[src/rtl/oat_pkg.sv]
// Package for the ordered array table: sizes, codes and the cell command type.
`timescale 1ns / 1ps

package oat_pkg;

    localparam int DEPTH  = 64;
    localparam int WW     = 32;                       // entry width
    localparam int CW     = $clog2(DEPTH + 1);        // fill count / position width
    localparam int IW     = $clog2(DEPTH);            // entry index width
    localparam int IN_DW  = ((WW + CW + 7) / 8) * 8;
    localparam int OUT_DW = ((IW + WW + CW + 7) / 8) * 8;
    localparam int ACT_W  = 3;
    localparam int ST_W   = 2;

    typedef enum logic [ACT_W-1:0] {
        ACT_CLEAR  = 3'd0,
        ACT_APPEND = 3'd1,
        ACT_INSERT = 3'd2,
        ACT_SEARCH = 3'd3,
        ACT_DELETE = 3'd4,
        ACT_READ   = 3'd5
    } t_act;

    typedef enum logic [ST_W-1:0] {
        STS_OK       = 2'd0,
        STS_FULL     = 2'd1,
        STS_BADPOS   = 2'd2,
        STS_NOTFOUND = 2'd3
    } t_status;

    typedef enum logic [1:0] {
        OP_NONE,
        OP_INSERT,
        OP_DELETE
    } t_op;

    typedef enum logic [1:0] {
        ST_IDLE,
        ST_EXEC,
        ST_FIND,
        ST_DONE
    } t_state;

    // broadcast to every cell
    typedef struct packed {
        t_op                   op;
        logic [CW-1:0]         pos;
        logic [CW-1:0]         cnt;
        logic signed [WW-1:0]  val;
    } t_cmd;

endpackage

[src/rtl/oat_prio.sv]
// Lowest-set-bit encoder over the match vector, in groups of eight.
`timescale 1ns / 1ps

module oat_prio import oat_pkg::*; (
    input  logic [DEPTH-1:0] i_vec,
    output logic             o_any,
    output logic [IW-1:0]    o_index
);

    localparam int GRP  = 8;
    localparam int LW   = $clog2(GRP);
    localparam int NGRP = (DEPTH + GRP - 1) / GRP;
    localparam int GW   = (NGRP > 1) ? $clog2(NGRP) : 1;
    localparam int NG2  = 1 << GW;

    logic [NG2*GRP-1:0] w_vec;
    logic [NG2-1:0]     w_gany;
    logic [LW-1:0]      w_glow [NG2];
    logic [GW-1:0]      w_sel;

    always_comb begin
        w_vec = '0;
        w_vec[DEPTH-1:0] = i_vec;
        for (int g = 0; g < NG2; g++) begin
            w_gany[g] = |w_vec[g*GRP +: GRP];
            w_glow[g] = '0;
            for (int j = GRP - 1; j >= 0; j--) begin
                if (w_vec[g*GRP + j]) begin
                    w_glow[g] = LW'(j);
                end
            end
        end
        w_sel = '0;
        for (int g = NG2 - 1; g >= 0; g--) begin
            if (w_gany[g]) begin
                w_sel = GW'(g);
            end
        end
    end

    assign o_any   = |w_gany;
    assign o_index = IW'({w_sel, w_glow[w_sel]});

endmodule

[config.mk]
export PLATFORM = sky130hd
export DESIGN_NAME = oat_prio
export DESIGN_NICKNAME = d
export VERILOG_FILES = /design/src/rtl/oat_pkg.sv /design/src/rtl/oat_prio.sv
export SDC_FILE = /design/constraint.sdc
export NUM_CORES = 1
export LEC_CHECK = 0
export ABC_AREA = 1
export BUFFER_PORTS_ARGS = -buffer_cell sky130_fd_sc_hd__buf_4
export CORE_MARGIN = 2
export CORE_UTILIZATION = 47
export DETAILED_ROUTE_END_ITERATION = 10
export GPL_TIMING_DRIVEN = 0
export PLACE_DENSITY_LB_ADDON = 0.12
export SYNTH_ARGS = -nofsm -noshare
export SYNTH_HDL_FRONTEND = slang
export SYNTH_SLANG_ARGS = --single-unit
[constraint.sdc]
create_clock -name vclk -period 2.3
set_clock_uncertainty 0.15 [all_clocks]
set_input_delay 0 -clock vclk [all_inputs]
set_output_delay 0 -clock vclk [all_outputs]
set_load 0.005 [all_outputs]
### Yosys cells after proc, flatten, opt, wreduce, memory -nomap -nowiden

Cells that the tools add are included.

| storage, ports and cells | value |
|---|---|
| word-level logic and storage cells | 86 |
| flip-flop bits (word level) | 0 |
| output and inout bits | 7 |

| cells by class | value |
|---|---|
| bitwise operators | 1 |
| order comparisons | 1 |
| reduce and logical (&&, ||, !) cells | 9 |
| muxes and demuxes | 75 |

Operators with widths:

| kind | count |
|---|---|
| $mux 3 | 74 |
| $reduce_or 64->1 | 1 |
| $reduce_or 8->1 | 8 |
| $bmux 3 s3 | 1 |
| $ge 4x4->1 const B | 1 |
| $not 3->4 | 1 |

### Depth between registers and ports, before layout

| logic depth | value |
|---|---|
| depth after elaboration | 13 |
| depth in mapped cells | 17 |

### Least setup slack after synthesis

OpenSTA, ideal clock, no wires.

| timing | value |
|---|---|
| path type | input-to-output |
| start | in i_vec[39] |
| end | out o_index[2] |
| cell stages on the path | 15 |
| buffers on the path | 1 |
| setup slack | 0.964 ns |
| arrival | 1.186 ns |
| cells stage by stage | or2_1 -> nor2_2 -> nand2_1 -> nor2_2 -> nand2_1 -> nand2_1 -> nand2_2 -> nand2_4 -> nand2_4 -> buf_6 -> nand2_1 -> nand3_1 -> nand2_1 -> nand2_1 -> nand2_1 |

| between the ends | value |
|---|---|
| word-level cells in the longest chain between the ends | 11 |

RTL lines:

| item | line | text |
|---|---|---|
| start, declared | oat_prio.sv:5 | `input logic [DEPTH-1:0] i_vec,` |
| $mux 3 (8 in a row) | oat_prio.sv:28 | `if (w_vec[g*GRP + j]) begin` |
| $bmux 3 s3 * | oat_prio.sv:42 | `assign o_index = IW'({w_sel, w_glow[w_sel]});` |
| $mux 3 (implied by the code) * (2 in a row) | oat_prio.sv:42 |  |
| end, declared | oat_prio.sv:7 | `output logic [IW-1:0] o_index` |

Mark *: on every way between the ends. The rest lies on a longest branch, timed or not. The select of a mux whose other input is x is not followed.

### Worst setup path in the final report

| timing | value |
|---|---|
| start | in i_vec[5] |
| end | out o_index[2] |

| between the ends | value |
|---|---|
| word-level cells in the longest chain between the ends | 9 |

RTL lines:

| item | line |
|---|---|
| $mux 3 (6 in a row) | oat_prio.sv:28 |
| $bmux 3 s3 * | oat_prio.sv:42 |
| $mux 3 (implied by the code) * (2 in a row) | oat_prio.sv:42 |

Marked as above.

==> run_summary.xml <==
<?xml version="1.0" encoding="UTF-8"?>
<metrics>
  <group name="yosys">
    <metric name="dominant_combinational_cell_family_by_area_after_synthesis" unit="">simple AND/OR/NAND/NOR gates</metric>
    <metric name="yosys.area_share.simple" unit="%">58.0</metric>
    <metric name="synth_cells" unit="">210</metric>
    <metric name="yosys-mux-area-fraction" unit="%">0</metric>
    <metric name="synth_cell_type_count" unit="">25</metric>
    <metric name="synthesis.nets" unit="">274</metric>
    <metric name="syn-mean-instance-area" unit="sq um">4.74</metric>
    <metric name="ys_seq_area_share" unit="%">0</metric>
    <metric name="synth-warning-count" unit="">0</metric>
    <metric name="yosys.area_share.xor_xnor" unit="%">0</metric>
    <metric name="synth_adder_area_share" unit="%">0</metric>
    <metric name="mappedNetlistArea" unit="sq um">995</metric>
    <metric name="area_fraction_in_compound_gates_after_synthesis" unit="%">24.5</metric>
  </group>
  <group name="die">
    <metric name="starting_utilization_of_the_core_area" unit="%">50.2</metric>
    <metric name="top_level_ports" unit="">71</metric>
    <metric name="rows" unit="">16</metric>
    <metric name="die_h" unit="um">50.0</metric>
    <metric name="fp.coreArea" unit="sq um">1980</metric>
    <metric name="die_area" unit="sq um">2500</metric>
    <metric name="die_width" unit="um">50.0</metric>
  </group>
  <group name="global_route">
    <metric name="antenna_found_initial" unit="">0</metric>
    <metric name="grt_use_total" unit="%">22.6</metric>
    <metric name="first_global_vias" unit="">1258</metric>
    <metric name="grt_max_degree" unit="">11</metric>
    <metric name="global_route.overflow_total" unit="">0</metric>
    <metric name="grt_pass1_wl" unit="um">4740</metric>
  </group>
  <group name="power_and_ir_drop">
    <metric name="standby_leakage_power" unit="nW">0.899</metric>
    <metric name="vdd_drop_max" unit="V">0.0000992</metric>
    <metric name="netSwitchingFraction" unit="%">44.0</metric>
    <metric name="power_frac_clock" unit="%">0</metric>
    <metric name="cell_internal_pwr" unit="mW">0.106</metric>
    <metric name="seq_power_share" unit="%">0</metric>
    <metric name="power_dissipated_by_switching_net_loads" unit="mW">0.0829</metric>
    <metric name="power_per_cell_area" unit="nW/um^2">121</metric>
    <metric name="comb_power_share" unit="%">100.0</metric>
  </group>
  <group name="cells_and_area">
    <metric name="nFlopsAndLatches" unit="">0</metric>
    <metric name="area_delta_synth_final" unit="%">57.0</metric>
    <metric name="layout.nets" unit="">347</metric>
    <metric name="register_area" unit="sq um">0</metric>
    <metric name="clkbuf_count" unit="">0</metric>
    <metric name="diodes" unit="">0</metric>
    <metric name="layout-drive-gt1-share" unit="%">30.2</metric>
  </group>
  <group name="cts">
    <metric name="cts.repair_timing.setup_buffer_count" unit="">0</metric>
    <metric name="cts_hold_buf" unit="">0</metric>
    <metric name="post_cts_resize_count" unit="">0</metric>
  </group>
  <group name="placement">
    <metric name="numPortBuffers" unit="">71</metric>
    <metric name="gp_routability_congestion" unit="">0.830</metric>
    <metric name="dp.final_hpwl" unit="um">2480</metric>
  </group>
  <group name="route">
    <metric name="drt-vias-per-instance" unit="">4.81</metric>
    <metric name="route.vias.total" unit="">1483</metric>
    <metric name="drt_iter0_drc" unit="">28</metric>
    <metric name="routed_wirelength" unit="um">2810</metric>
    <metric name="drc" unit="">0</metric>
    <metric name="route.antenna.remaining_nets" unit="">0</metric>
    <metric name="routed_wl_per_cell" unit="um">9.13</metric>
    <metric name="dr.pass1.iters" unit="">4</metric>
  </group>
  <group name="worst_setup_path">
    <metric name="cp_data_required_time" unit="ns">2.15</metric>
    <metric name="worstPathMaxFanout" unit="">9</metric>
    <metric name="cp_slowest_stage_delay" unit="ns">0.39</metric>
    <metric name="timing.critical_path.slowest_stage_cell" unit="">sky130_fd_sc_hd__nor4_1</metric>
    <metric name="crit_chain" unit="">buf_4 &gt; nor4_1 &gt; nand2_1 &gt; inv_2 &gt; nand2_1 &gt; inv_1 &gt; nand2_2 &gt; clkinv_2 &gt; nand3_1 &gt; nand2_1 &gt; nand2_1 &gt; nand2_1 &gt; buf_4</metric>
    <metric name="worstPathArrival" unit="ns">1.60</metric>
    <metric name="cp_common_cell" unit="">sky130_fd_sc_hd__nand2_1</metric>
    <metric name="critPathCaptureType" unit="">primary output</metric>
    <metric name="start_kind" unit="">input pin</metric>
    <metric name="worstSetupPathType" unit="">in -&gt; out</metric>
    <metric name="path_delay_family" unit="">simple AND/OR/NAND/NOR gates</metric>
    <metric name="timing.critical_path.buf_inv" unit="">5</metric>
  </group>
  <group name="timing">
    <metric name="setup-tns-final" unit="ns">0</metric>
    <metric name="slew_headroom" unit="%">74.3</metric>
    <metric name="report.final.hold_viol_count" unit="">0</metric>
    <metric name="final_min_period_over_clock_period" unit="%">76.2</metric>
    <metric name="final_setup_violation_count" unit="">0</metric>
    <metric name="worst_pin_slew" unit="ns">0.381</metric>
    <metric name="worst_hold_slack" unit="ns">0.281</metric>
    <metric name="period_minus_slack" unit="ns">1.75</metric>
    <metric name="rsz0062_at_grt" unit="">false</metric>
    <metric name="max_freq" unit="GHz">0.570</metric>
    <metric name="timing_max_transition_violations_final" unit="">0</metric>
  </group>
  <group name="run">
    <metric name="maxCapViolations" unit="">0</metric>
  </group>
  <group name="status">
    <metric name="run_status" unit="">finished clean</metric>
  </group>
  <group name="worst_hold_path">
    <metric name="worstHoldPathType" unit="">in -&gt; out</metric>
  </group>
</metrics>
## layer usage
metal	vias to the layer above	share of wire [%]	track usage (%)
met5	-	0	0
met4	0	0	0
met3	0	6.3	1.52
met2	49	46	39.0
li1	824	-	-
met1	610	48	32.2
## synth_stat cells
cell | number | area, sq um
sky130_fd_sc_hd__nor4_4 | 1 | 21.3
sky130_fd_sc_hd__and2_1 | 1 | 6.26
sky130_fd_sc_hd__inv_1 | 41 | 154
sky130_fd_sc_hd__nor3_1 | 3 | 15.0
sky130_fd_sc_hd__o31ai_1 | 5 | 37.5
sky130_fd_sc_hd__a311oi_1 | 1 | 8.76
sky130_fd_sc_hd__a21boi_0 | 1 | 7.51
sky130_fd_sc_hd__a31oi_1 | 1 | 6.26
sky130_fd_sc_hd__buf_6 | 1 | 11.3
sky130_fd_sc_hd__a21oi_1 | 13 | 65.1
sky130_fd_sc_hd__o311ai_0 | 1 | 8.76
sky130_fd_sc_hd__nand2_4 | 2 | 22.5
sky130_fd_sc_hd__o21bai_1 | 5 | 37.5
sky130_fd_sc_hd__nand2_1 | 48 | 180
sky130_fd_sc_hd__nor2_2 | 5 | 31.3
sky130_fd_sc_hd__nand2_2 | 3 | 18.8
sky130_fd_sc_hd__or2_1 | 1 | 6.26
sky130_fd_sc_hd__nor2_1 | 30 | 113
sky130_fd_sc_hd__clkinv_2 | 1 | 5.00
sky130_fd_sc_hd__nor4_1 | 2 | 12.5
sky130_fd_sc_hd__a21o_1 | 1 | 7.51
sky130_fd_sc_hd__nand4_1 | 4 | 25.0
sky130_fd_sc_hd__o21ai_0 | 13 | 65.1
sky130_fd_sc_hd__nand3_1 | 25 | 125
sky130_fd_sc_hd__inv_2 | 1 | 3.75
## through the flow
step	total power [mW]	setup WS, ns	utilization (%)	std cells	cell area (sq um)
3_5_place_dp	0.187	0.553	78.8	308	1560
6_report	0.189	0.547	78.8	308	1560
2_1_floorplan	0.0746	0.964	-	210	995
3_3_place_gp	0.183	0.571	78.8	308	1560
5_1_grt	0.214	0.376	78.8	308	1560
4_1_cts	0.188	0.561	78.8	308	1560
## power by group through the flow
stage	logic (mW)	clock network (mW)	registers, mW
after floorplan	0.0746	0	0
after global placement	0.183	0	0
after detailed placement	0.187	0	0
after CTS	0.188	0	0
after global routing	0.214	0	0
final	0.189	0	0
## path summary, 6_finish.rpt
kind | endpoint | from | slack [ns] | depth (start not counted)
hold / removal | o_index[5] | i_vec[12] | 0.28 | 5
setup / recovery | o_index[2] | i_vec[5] | 0.55 | 13
## cell families (layout without fill, tap and decap cells)
logic type / count (synthesis) / in the layout
AO/OA/AOI/OAI: 41 / 41
buffers and inverters: 44 / 115
AND/OR/NAND/NOR: 125 / 125
## cell type report
class,instances,area [sq um]
plain buffers,1,11.3
fillers,181,420
inverters,43,163
multi-input cells,166,821
well taps,27,33.8
repair buffers,71,533
## placed cells by master, fill, tap and decap left out, drive strengths merged, types with 3 or more instances in the layout
| cell type | Yosys | routed |
|---|---|---|
| inv | 42 | 42 |
| buf | 1 | 72 |
| nand4 | 4 | 4 |
| nor2 | 35 | 35 |
| o21bai | 5 | 5 |
| nor4 | 3 | 3 |
| nor3 | 3 | 3 |
| o31ai | 5 | 5 |
| nand3 | 25 | 25 |
| nand2 | 53 | 53 |
| a21oi | 13 | 13 |
| o21ai | 13 | 13 |
(Power assumes the default switching activity.)
