--- config.mk ---
export PLATFORM = sky130hd
export DESIGN_NAME = oat_cell
export DESIGN_NICKNAME = d
export VERILOG_FILES = /design/src/rtl/oat_pkg.sv /design/src/rtl/oat_cell.sv
export SDC_FILE = /design/constraint.sdc
export NUM_CORES = 1
export LEC_CHECK = 0
export ABC_AREA = 0
export CAP_MARGIN = 20
export CORE_ASPECT_RATIO = 0.7
export CORE_MARGIN = 2
export CORE_UTILIZATION = 45
export CTS_CLUSTER_SIZE = 40
export DETAILED_ROUTE_END_ITERATION = 7
export DONT_BUFFER_PORTS = 1
export PLACE_DENSITY = 0.7
export SLEW_MARGIN = 20
export SYNTH_ARGS = -nofsm -noshare
export SYNTH_HDL_FRONTEND = slang
export SYNTH_SLANG_ARGS = --single-unit
--- constraint.sdc ---
create_clock -name i_clk -period 4.54 [get_ports i_clk]
set_input_delay 0.227 -clock i_clk [delete_from_list [all_inputs] [get_ports i_clk]]
set_output_delay 0.227 -clock i_clk [all_outputs]
set_load 0.05 [all_outputs]
--- src/rtl/oat_pkg.sv ---
// Package for the ordered array table: sizes, codes and the cell command type.
`timescale 1ns / 1ps

package oat_pkg;

    localparam int DEPTH  = 64;
    localparam int WW     = 32;                       // entry width
    localparam int CW     = $clog2(DEPTH + 1);        // fill count / position width
    localparam int IW     = $clog2(DEPTH);            // entry index width
    localparam int IN_DW  = ((WW + CW + 7) / 8) * 8;
    localparam int OUT_DW = ((IW + WW + CW + 7) / 8) * 8;
    localparam int ACT_W  = 3;
    localparam int ST_W   = 2;

    typedef enum logic [ACT_W-1:0] {
        ACT_CLEAR  = 3'd0,
        ACT_APPEND = 3'd1,
        ACT_INSERT = 3'd2,
        ACT_SEARCH = 3'd3,
        ACT_DELETE = 3'd4,
        ACT_READ   = 3'd5
    } t_act;

    typedef enum logic [ST_W-1:0] {
        STS_OK       = 2'd0,
        STS_FULL     = 2'd1,
        STS_BADPOS   = 2'd2,
        STS_NOTFOUND = 2'd3
    } t_status;

    typedef enum logic [1:0] {
        OP_NONE,
        OP_INSERT,
        OP_DELETE
    } t_op;

    typedef enum logic [1:0] {
        ST_IDLE,
        ST_EXEC,
        ST_FIND,
        ST_DONE
    } t_state;

    // broadcast to every cell
    typedef struct packed {
        t_op                   op;
        logic [CW-1:0]         pos;
        logic [CW-1:0]         cnt;
        logic signed [WW-1:0]  val;
    } t_cmd;

endpackage

--- src/rtl/oat_cell.sv ---
// One entry of the table: holds a word, shifts with its neighbours, compares.
`timescale 1ns / 1ps

module oat_cell import oat_pkg::*; (
    input  logic                 i_clk,
    input  t_cmd                 i_cmd,
    input  logic [IW-1:0]        i_index,
    input  logic signed [WW-1:0] i_left,
    input  logic signed [WW-1:0] i_right,
    output logic signed [WW-1:0] o_entry,
    output logic                 o_match,
    output logic signed [WW-1:0] o_rd
);

    logic signed [WW-1:0] r_entry;
    logic signed [WW-1:0] n_entry;
    logic [CW-1:0]        w_idx;

    assign w_idx = CW'(i_index);

    always_comb begin
        n_entry = r_entry;
        unique case (i_cmd.op)
            OP_INSERT: begin
                if (w_idx == i_cmd.pos) begin
                    n_entry = i_cmd.val;
                end else if (w_idx > i_cmd.pos && w_idx <= i_cmd.cnt) begin
                    n_entry = i_left;
                end
            end
            OP_DELETE: begin
                if (w_idx >= i_cmd.pos && (w_idx + CW'(1)) < i_cmd.cnt) begin
                    n_entry = i_right;
                end
            end
            default: n_entry = r_entry;
        endcase
    end

    always_ff @(posedge i_clk) begin
        r_entry <= n_entry;
    end

    assign o_entry = r_entry;
    // only live entries may match
    assign o_match = (r_entry == i_cmd.val) && (w_idx < i_cmd.cnt);
    assign o_rd    = (w_idx == i_cmd.pos) ? r_entry : '0;

endmodule

Word level (Yosys, flattened, before mapping). Index checks and enable logic that the tools add are counted.

Add/sub/neg operators: 1. Order comparisons: 5. Eq/ne operators: 6. Multiplexer cells: 5. Reduce and logical (&&, ||, !) cells: 5.

Operators with widths (number): $mux 32 (4); $pmux 32 s2 (1); $eq 32x32->1 (1); $add 6x1->7 const B (1); $eq 6x7->1 (1); $ge 6x7->1 (1); $gt 6x7->1 (1); $le 6x7->1 (1); $lt 6x7->1 (1); $lt 7x7->1 (1); $logic_and 1x1->1 (3); $ne 3x3->1 const B (1); $reduce_and 3->1 (1); $eq 2x1->1 const B (1); $eq 2x2->1 const B (1); $ne 2x2->1 const B (1); $reduce_bool 2->1 (1).

Bits in registers: 32. Bits of input ports: 119. Output and inout port bits: 65. Word-level logic and storage cells: 23.

Longest topological paths before layout. Gate-level depths: netlist (run 1).

Depth in word-level cells: 5. Mapped depth: 9. Mapped depth without buffers: 9.

Least setup slack after synthesis (run 1). No wires, ideal clock.

Path type: input-to-reg. From: input port i_index[0]. To: register r_entry[0] (netlist: o_entry[0]) (enable). Setup time: 0.432 ns. Arrival: 2.961 ns. Required time: 4.108 ns. Slack: 1.147 ns. Stages: 8. Buffers on the path: 0. Cell sequence: ha_1 > xor2_1 > ha_1 > a21oi_1 > a21oi_1 > a211oi_1 > o211ai_1 > a21oi_1.

Word-level cells in the longest chain between the ends: 5. Elaborated cells between the ends (all ways): 11. Classes of those cells: 1 x add/sub; 4 x order compare; 3 x eq/ne; 3 x reduce/logical.

RTL lines: from (decl) (line oat_cell.sv:7) `input logic [IW-1:0] i_index,`; $add 6x1->7 (line oat_cell.sv:32) `if (w_idx >= i_cmd.pos && (w_idx + CW'(1)) < i_cmd.cnt) begin`; $lt 7x7->1 (line oat_cell.sv:32); $logic_and 1x1->1 (line oat_cell.sv:32); $ne 2x2->1 (no source line); $reduce_and 3->1 (no source line) (*); to (signal assigned) (line oat_cell.sv:41) `r_entry <= n_entry;`; to (decl) (line oat_cell.sv:15) `logic signed [WW-1:0] r_entry;`.

Every way passes the cells marked *; elsewhere a longest branch is shown, timed or not. A chain may end at the register's enable or synchronous reset.

Final worst setup path (run 1).
From: register r_entry[8] (netlist: o_entry[8]). To: output port o_match.

Word-level cells in the longest chain between the ends: 2.

RTL lines: $eq 32x32->1 (line oat_cell.sv:46) `assign o_match = (r_entry == i_cmd.val) && (w_idx < i_cmd.cnt);`; $logic_and 1x1->1 (line oat_cell.sv:46); to (decl) (line oat_cell.sv:11) `output logic o_match,`.

No other way between the ends.

==> metrics.txt, run 1 <==
Port-buffer cells=0; antenna-violating nets left=0; Synth Area per Inst=~9.6 µm²; largest cells by area after synthesis=edfxtp_1 (35%), mux2i_1 (12%), xnor2_1 (11%), ha_1 (9.1%), and2_1 (7.2%); Worst Hold End=o_entry[0]$_DFFE_PP_; Final period util=approximately three fifths; via/cell ratio=~5.8; Netlist cell types=32; status=completed; setup repair bufs after CTS=0; cells after synthesis=288; Ports=~180; CP Cell Sequence=xnor2_1 -> nand4_1 -> nor4_1 -> and3_1; worst hold path startpoint=i_right[0]; Die W=a little under 100 µm; Critical Path AT=roughly 2500 ps; PD cells=between 200 and 300 mW/mm²; worst vdd ir=176 µV; layout net count=422; cts hold-fix bufs=0; Non-Filler Instances=about 360; max-cap viol count=0; Cell Rows=23; Layout area overhead=4.26%; CTS root buffer=clkbuf_8; CP max FO=3; DR DRC count=0; largest net degree at the start of global routing=65; Fillers=approximately 540; min Tclk post-route=between 2000 and 3000 ps; Core ar.=roughly 0.0058 mm²; Max transition margin=roughly 33%; ys flop type=edfxtp_1; CTS Buffer Depth=2; wire length per cell=19.5 µm; Startpoint Class=register; TNS Setup=0 ps; placed instance count=approximately 350; HPWL Detailed=between 5000 and 6000 µm; Synth area leader=edfxtp_1; Final Setup Violations=0; crit path buf inv count=0; max FFs per register=32; Largest stage delay, worst path=650 ps; total die area=roughly 0.0068 mm²; synth warn=0; ANT cells=0; Storage cell area=just under 0.001 mm²; CTS Buf Count=5; worst-margin pin slew=1010 ps; Final Hold Viols=0; #FFs+latches synth=32; CTS tree=done; Leak=around 0.99 nW; GRT Total Usage=approximately 20%; antenna violations before repair=0; Worst path depth=4; top cell type's share of synthesized area=roughly a third; layout cell share with drive strength beyond 1=~4.6%; First DRT Iteration DRCs=119; hold depth=2; die height=about 70 µm; Mapped Nets=approximately 430; number of enable flip-flop cells after synthesis=32; H-tree level count=2; Post-Syn Area=0.00276 mm²; final global-route overflow total=0; CTS resizes=0; starting density of the core=a little under half; number of global-route vias before repair=just over 2000; Commonest cells post-synth=nand2_1 (35), xnor2_1 (35), and2_1 (32), edfxtp_1 (32), mux2i_1 (32); Setup crit end kind=output pin; Seq/Total Area, Yosys=a little over a third; register clock-pin slew on the reported worst setup and hold paths=about 70 ps; routability congestion estimate=0.842; drt pass-1 iters=4; DRT Wirelength=about 7000 µm; vias=between 2000 and 2500; first-pass GRT wire length=approximately 11000 µm; Hold/Removal Path Class=primary input to register; RSZ-0062 raised after global routing=false; Max Slew Vio Count=0; maximum achievable frequency=~0.37 GHz; Sink Count=32; FFs w/ async S/R, synth=0%; Worst path top cell family by delay=simple AND/OR/NAND/NOR gates; CP max stage cell=edfxtp_1; Multi-input gate area=0.00168 mm²; WP data required=between 4000 and 5000 ps; WS Path Type=register to output pin
[logic make-up after synthesis]
family	count (synthesis)	synth area share, %
compound gates	50	9.74
flops	32	34.8
buf+inv	26	4.98
fa+ha+maj	20	9.06
simple gates	92	18.4
mux	32	11.6
xor+xnor	36	11.4
[report_power, final]
| group | switching, W | internal [W] | total [W] |
|---|---|---|---|
| Sequential | 0.0000826 | 0.000352 | 0.000435 |
| Combinational | 0.0000763 | 0.0000617 | 0.000138 |
| Clock | 0.000101 | 0.000104 | 0.000205 |
[final cells by class]
| cell class | count | share of cell area, % |
|---|---|---|
| clock inverter | 3 | 0.478 |
| tap | 75 | 3.26 |
| multi-input combinational | 230 | 58.4 |
| clock buffer | 5 | 2.39 |
| timing repair buffer | 2 | 0.522 |
| inverter | 12 | 1.56 |
| sequential | 32 | 33.4 |
[routing by layer]
| metal | GRT usage (%) | vias up | part of all wire, % |
|---|---|---|---|
| li1 | - | 1004 | - |
| met1 | 30.1 | 957 | 47 |
| met2 | 30.0 | 124 | 44 |
| met3 | 5.65 | 9 | 8.5 |
| met4 | 4.01 | 0 | 0.90 |
| met5 | 0 | - | 0 |
[per-stage QoR]
step | worst slack (ps) | util (%) | hold slack (ps) | area [µm²] | power (W)
after floorplan | 1150 | - | 414 | 2760 | 0.000545
after global placement | 1850 | 48.1 | 423 | 2800 | 0.000577
after detailed placement | 1770 | 48.1 | 425 | 2800 | 0.000580
after CTS | 1820 | 49.5 | 131 | 2880 | 0.000785
after global routing | 1700 | 49.5 | 127 | 2880 | 0.000824
final | 1850 | 49.5 | 141 | 2880 | 0.000777
[worst max path at each step]
stage	from	endpoint	slack [ps]
2_1_floorplan	i_index[0]	o_entry[0]$_DFFE_PP_	1150
6_report	o_entry[8]$_DFFE_PP_	o_match	1850
3_3_place_gp	i_index[0]	o_entry[26]$_DFFE_PP_	1850
5_1_grt	o_entry[8]$_DFFE_PP_	o_match	1700
3_5_place_dp	i_index[0]	o_entry[13]$_DFFE_PP_	1770
4_1_cts	o_entry[8]$_DFFE_PP_	o_match	1820
[placed cells by master, fill, tap and decap left out]
master and instances:
nor4_1 2, o21ai_1 18, and4_1 1, nand2b_1 1, xnor2_1 35, a21oi_1 9
ha_1 20, clkinv_2 2, a21oi_4 1, nor2_4 1, nand4b_4 1, buf_4 2
nor2b_4 1, edfxtp_1 32, a41o_1 1, clkbuf_8 5, clkinv_1 1, inv_1 12
and3_1 3, nand4_1 8, nand3b_1 1, o22a_1 1, o21ai_0 16, o211ai_1 1
nor2b_1 1, a211oi_1 1, nand3_1 5, nand2_1 35, and2_1 32, mux2i_1 32
xor2_1 1, a21o_1 2
Note: power is estimated with default switching activity, not from simulation.
==> inputs of run 2 (changes only) <==
==> constraint.sdc (replaced) <==
create_clock -name i_clk -period 2.7 [get_ports i_clk]
set_input_delay 0.135 -clock i_clk [delete_from_list [all_inputs] [get_ports i_clk]]
set_output_delay 0.135 -clock i_clk [all_outputs]
set_load 0.05 [all_outputs]
==> metrics.txt, run 2 (synthesized netlist as in run 1, its figures left out) <==
status=completed; placed instance count=373 (+6.3%); DR DRC count=0 (unchanged); ANT cells=0 (unchanged); Util after Layout=53.0% (+3.5 points); drt pass-1 iters=4 (unchanged); max FFs per register=32 (unchanged); Max transition margin=60.7% (+28 points); Final Hold Viols=0 (unchanged); Port-buffer cells=0 (unchanged); layout cell share with drive strength beyond 1=11.4% (+6.9 points); Leak=1.11 nW (+12%); HPWL Detailed=6040 µm (+5.6%); max-cap viol count=0 (unchanged); WS Path Type=register to output pin; wire length per cell=19.0 µm (-2.9%); crit path buf inv count=1 (+1); maximum achievable frequency=around 0.42 GHz; most frequent cells in the layout=nand2_1 (35), xnor2_1 (35), mux2i_1 (32), and2_1 (32), edfxtp_1 (32); Die W=97.6 µm (unchanged); TNS Setup=0 ps (unchanged); CTS Buf Count=5 (unchanged); worst vdd ir=288 µV (+64%); routability congestion estimate=0.898 (+6.6%); PD cells=466 mW/mm² (+73%); First DRT Iteration DRCs=82 (-31%); final global-route overflow total=0 (unchanged); Critical Path AT=2230 ps (-230 ps); via/cell ratio=5.68 (-2.7%); number of global-route vias before repair=2158 (+6.2%); cts hold-fix bufs=0 (unchanged); DRT Wirelength=7230 µm (+3.1%); CTS tree=done; H-tree level count=2 (unchanged); vias=2163 (+3.3%); Fillers=538 (-1.1%); CTS Buffer Depth=2 (unchanged); antenna-violating nets left=0 (unchanged); worst-margin pin slew=590 ps (-420 ps); layout net count=444 (+5.2%); largest net degree at the start of global routing=45 (-31%); first-pass GRT wire length=11100 µm (+2.5%); Largest stage delay, worst path=550 ps (-100 ps); GRT Total Usage=20.9% (+0.52 points); Multi-input gate area=0.00168 mm² (unchanged); Final Setup Violations=0 (unchanged); CP max FO=3 (unchanged); CP max stage cell=and3_1; min Tclk post-route=roughly 2400 ps; die height=69.5 µm (unchanged); WP data required=2570 ps (-1740 ps); register clock-pin slew on the reported worst setup and hold paths=60 ps (about the same); Worst path top cell family by delay=simple AND/OR/NAND/NOR gates; Setup crit end kind=output pin; Storage cell area=961 µm² (unchanged); total die area=0.00679 mm² (unchanged); antenna violations before repair=0 (unchanged); Startpoint Class=register; Cell Rows=23 (unchanged); Core ar.=0.00581 mm² (unchanged); starting density of the core=47.5% (unchanged); Layout area overhead=11.6%; Ports=184 (unchanged); Max Slew Vio Count=0 (unchanged); CTS root buffer=clkbuf_8; CTS resizes=0 (unchanged); setup repair bufs after CTS=0 (unchanged); RSZ-0062 raised after global routing=false; Final period util=between 80% and 90%; Hold/Removal Path Class=primary input to register; CP Cell Sequence=buf_4 -> xnor2_1 -> nand4_1 -> nor4_1 -> and3_1; Non-Filler Instances=381 (+6.1%); Sink Count=32 (unchanged)
run 2: changes by cell type in the layout (fill, tap and decap cells not counted), sizes merged:
cell    change
buf        +22
clkinv      -2
bufinv      +1
clkbuf      +1
run 2: stage by stage:
step	instance area [µm²]	hold slack (ps)	power [W]	worst slack, ps
after detailed placement	2970	336	0.00101	454
final	3080	52.2	0.00144	331
after CTS	3080	41.5	0.00145	263
after global placement	2970	331	0.000999	585
after global routing	3080	39.9	0.00151	266
after floorplan	2770	322	0.000917	27.4
run 2: per-layer routing:
layer,vias up,track usage (%),wire length [µm]
met5,-,0,0
met4,0,4.63,59
met3,7,5.04,557
met2,113,32.6,3220
met1,994,29.7,3390
li1,1049,-,-
run 2: layout make-up:
class	count	area share, %
multi-input combinational	230	54.6
tap	75	3.05
timing repair buffer	24	6.25
clock inverter	2	1.14
sequential	32	31.2
inverter	12	1.46
clock buffer	6	2.35
run 2: worst paths after layout:
| path | endpoint | slack (ps) | start | depth (start not counted) |
|---|---|---|---|---|
| max | o_match | 330 | o_entry[8]$_DFFE_PP_ | 5 |
| min | o_entry[0]$_DFFE_PP_ | 50 | i_right[0] | 2 |
run 2: where the power goes:
part	leakage (nW)	internal (W)	switching [W]	total (W)
Clock	0.0552	0.000273	0.000166	0.000439
Sequential	0.285	0.000590	0.0000633	0.000653
Combinational	0.766	0.000131	0.000214	0.000345
==> inputs of run 3 (changes only) <==
--- a/config.mk
+++ b/config.mk
@@ -6,14 +6,13 @@
 export NUM_CORES = 1
 export LEC_CHECK = 0
 export ABC_AREA = 0
+export BUFFER_PORTS_ARGS = -buffer_cell sky130_fd_sc_hd__buf_2
 export CAP_MARGIN = 20
-export CORE_ASPECT_RATIO = 0.7
 export CORE_MARGIN = 2
-export CORE_UTILIZATION = 45
+export CORE_UTILIZATION = 43
 export CTS_CLUSTER_SIZE = 40
 export DETAILED_ROUTE_END_ITERATION = 7
-export DONT_BUFFER_PORTS = 1
-export PLACE_DENSITY = 0.7
+export PLACE_DENSITY = 0.92
 export SLEW_MARGIN = 20
 export SYNTH_ARGS = -nofsm -noshare
 export SYNTH_HDL_FRONTEND = slang
==> metrics.txt, run 3 (synthesized netlist as in run 1, its figures left out) <==
Hold/Removal Path Class=primary input to register; CTS Buf Count=5 (unchanged); cts hold-fix bufs=0 (unchanged); CTS resizes=0 (unchanged); routability congestion estimate=0.885 (-1.4%); Final Setup Violations=0 (unchanged); Place WS=347 ps (-107 ps); max FFs per register=32 (unchanged); most frequent cells in the layout=buf_2 (183), nand2_1 (35), xnor2_1 (35); Cell Rows=29 (+26%); Layout area overhead=38.3%; Storage cell area=961 µm² (unchanged); number of global-route vias before repair=2687 (+25%); Multi-input gate area=0.00168 mm² (unchanged); Port-buffer cells=183 (+183); placed instance count=539 (+45%); Final period util=77.7% (-10 points); via/cell ratio=5.02 (-12%); DR DRC count=0 (unchanged); RSZ-0062 raised after global routing=false; Largest stage delay, worst path=290 ps (-260 ps); status=completed; Non-Filler Instances=546 (+43%); drt pass-1 iters=4 (unchanged); HPWL Detailed=6610 µm (+9.4%); Setup crit end kind=register; Sink Count=32 (unchanged); final hold slack=130 ps (+78.2 ps); setup repair bufs after CTS=0 (unchanged); first-pass GRT wire length=12300 µm (+11%); vias=2743 (+27%); CTS tree=done; max-cap viol count=0 (unchanged); maximum achievable frequency=0.477 GHz (+13%); worst vdd ir=227 µV (-21%); antenna violations before repair=0 (unchanged); PnR worst setup slack=603 ps (+272 ps); CP Cell Sequence=buf_2 -> ha_1 -> xor2_1 -> ha_1 -> a21oi_1 -> a21oi_1 -> a211oi_1 -> o211ai_1 -> a21oi_4 -> buf_4; antenna-violating nets left=0 (unchanged); H-tree level count=2 (unchanged); CTS root buffer=clkbuf_8; CP max stage cell=ha_1; Max Slew Vio Count=0 (unchanged); worst-margin pin slew=576 ps (-13.4 ps); Leak=1.77 nW (+60%); Critical Path AT=2060 ps (-170 ps); WP data required=2660 ps (+90 ps); M1 WL=3200 µm (-5.6%); PD cells=377 mW/mm² (-19%); First DRT Iteration DRCs=52 (-37%); Core ar.=0.00628 mm² (+8.0%); wire length per cell=14.6 µm (-23%); Final Hold Viols=0 (unchanged); CP max FO=18 (+15); commonest non-fill, non-tap cell in the layout=buf_2; TNS Setup=0 ps (unchanged); Die W=84.1 µm (-14%); die height=84.1 µm (+21%); Startpoint Class=primary input; Max transition margin=61.5% (+0.81 points); Fillers=566 (+5.2%); WS Path Type=primary input to register; DRT Wirelength=7960 µm (+10%); register clock-pin slew on the reported worst setup and hold paths=70 ps (about the same); min Tclk post-route=2100 ps (-272 ps); layout cell share with drive strength beyond 1=42.4% (+31 points); WL met3=519 µm (-6.8%); ANT cells=0 (unchanged); starting density of the core=44.0% (-3.5 points); final global-route overflow total=0 (unchanged); CTS Buffer Depth=2 (unchanged); met2 WL=4110 µm (+28%); Ports=184 (unchanged); total die area=0.00708 mm² (+4.3%); layout net count=608 (+37%); top sig layer=met4; GRT Total Usage=21.6% (+0.66 points); largest net degree at the start of global routing=38 (-16%)
run 3: per-layer routing:
layer / track usage, % / up-vias
li1: - / 1378
met1: 25.5 / 1237
met2: 39.1 / 114
met3: 4.72 / 14
met4: 6.30 / 0
met5: 0 / -
run 3: power by group:
part | internal, W | switching, W | total [W]
sequential | 0.000590 | 0.0000279 | 0.000618
combinational | 0.000186 | 0.000288 | 0.000473
clock | 0.000174 | 0.000174 | 0.000349
run 3: final timing paths:
check	from	end	slack (ps)	cells after the start
setup / recovery	i_index[0]	o_entry[13]$_DFFE_PP_	600	10
hold / removal	i_right[25]	o_entry[25]$_DFFE_PP_	130	3
run 3: layout make-up:
class	instances	area share, %
repair buffers	188	25.0
clock inverters	2	0.328
inverters	12	1.18
clock buffers	5	1.80
multi-input cells	230	44.0
well taps	77	2.52
flip-flops and latches	32	25.2
run 3: stage by stage:
| step | area (µm²) | utilization [%] | total power [W] |
|---|---|---|---|
| final | 3820 | 60.8 | 0.00144 |
| after global routing | 3820 | 60.8 | 0.00151 |
| after CTS | 3820 | 60.8 | 0.00146 |
| after detailed placement | 3740 | 59.5 | 0.00110 |
| after global placement | 3740 | 59.5 | 0.00109 |
| after floorplan | 2770 | - | 0.000917 |
run 3: critical path: cells and delay by family:
kind | cells | cell delay (ps)
AO/OA/AOI/OAI | 5 | 830
buffers and inverters | 2 | 410
XOR/XNOR | 1 | 150
adder cells (fa/ha/maj) | 2 | 530
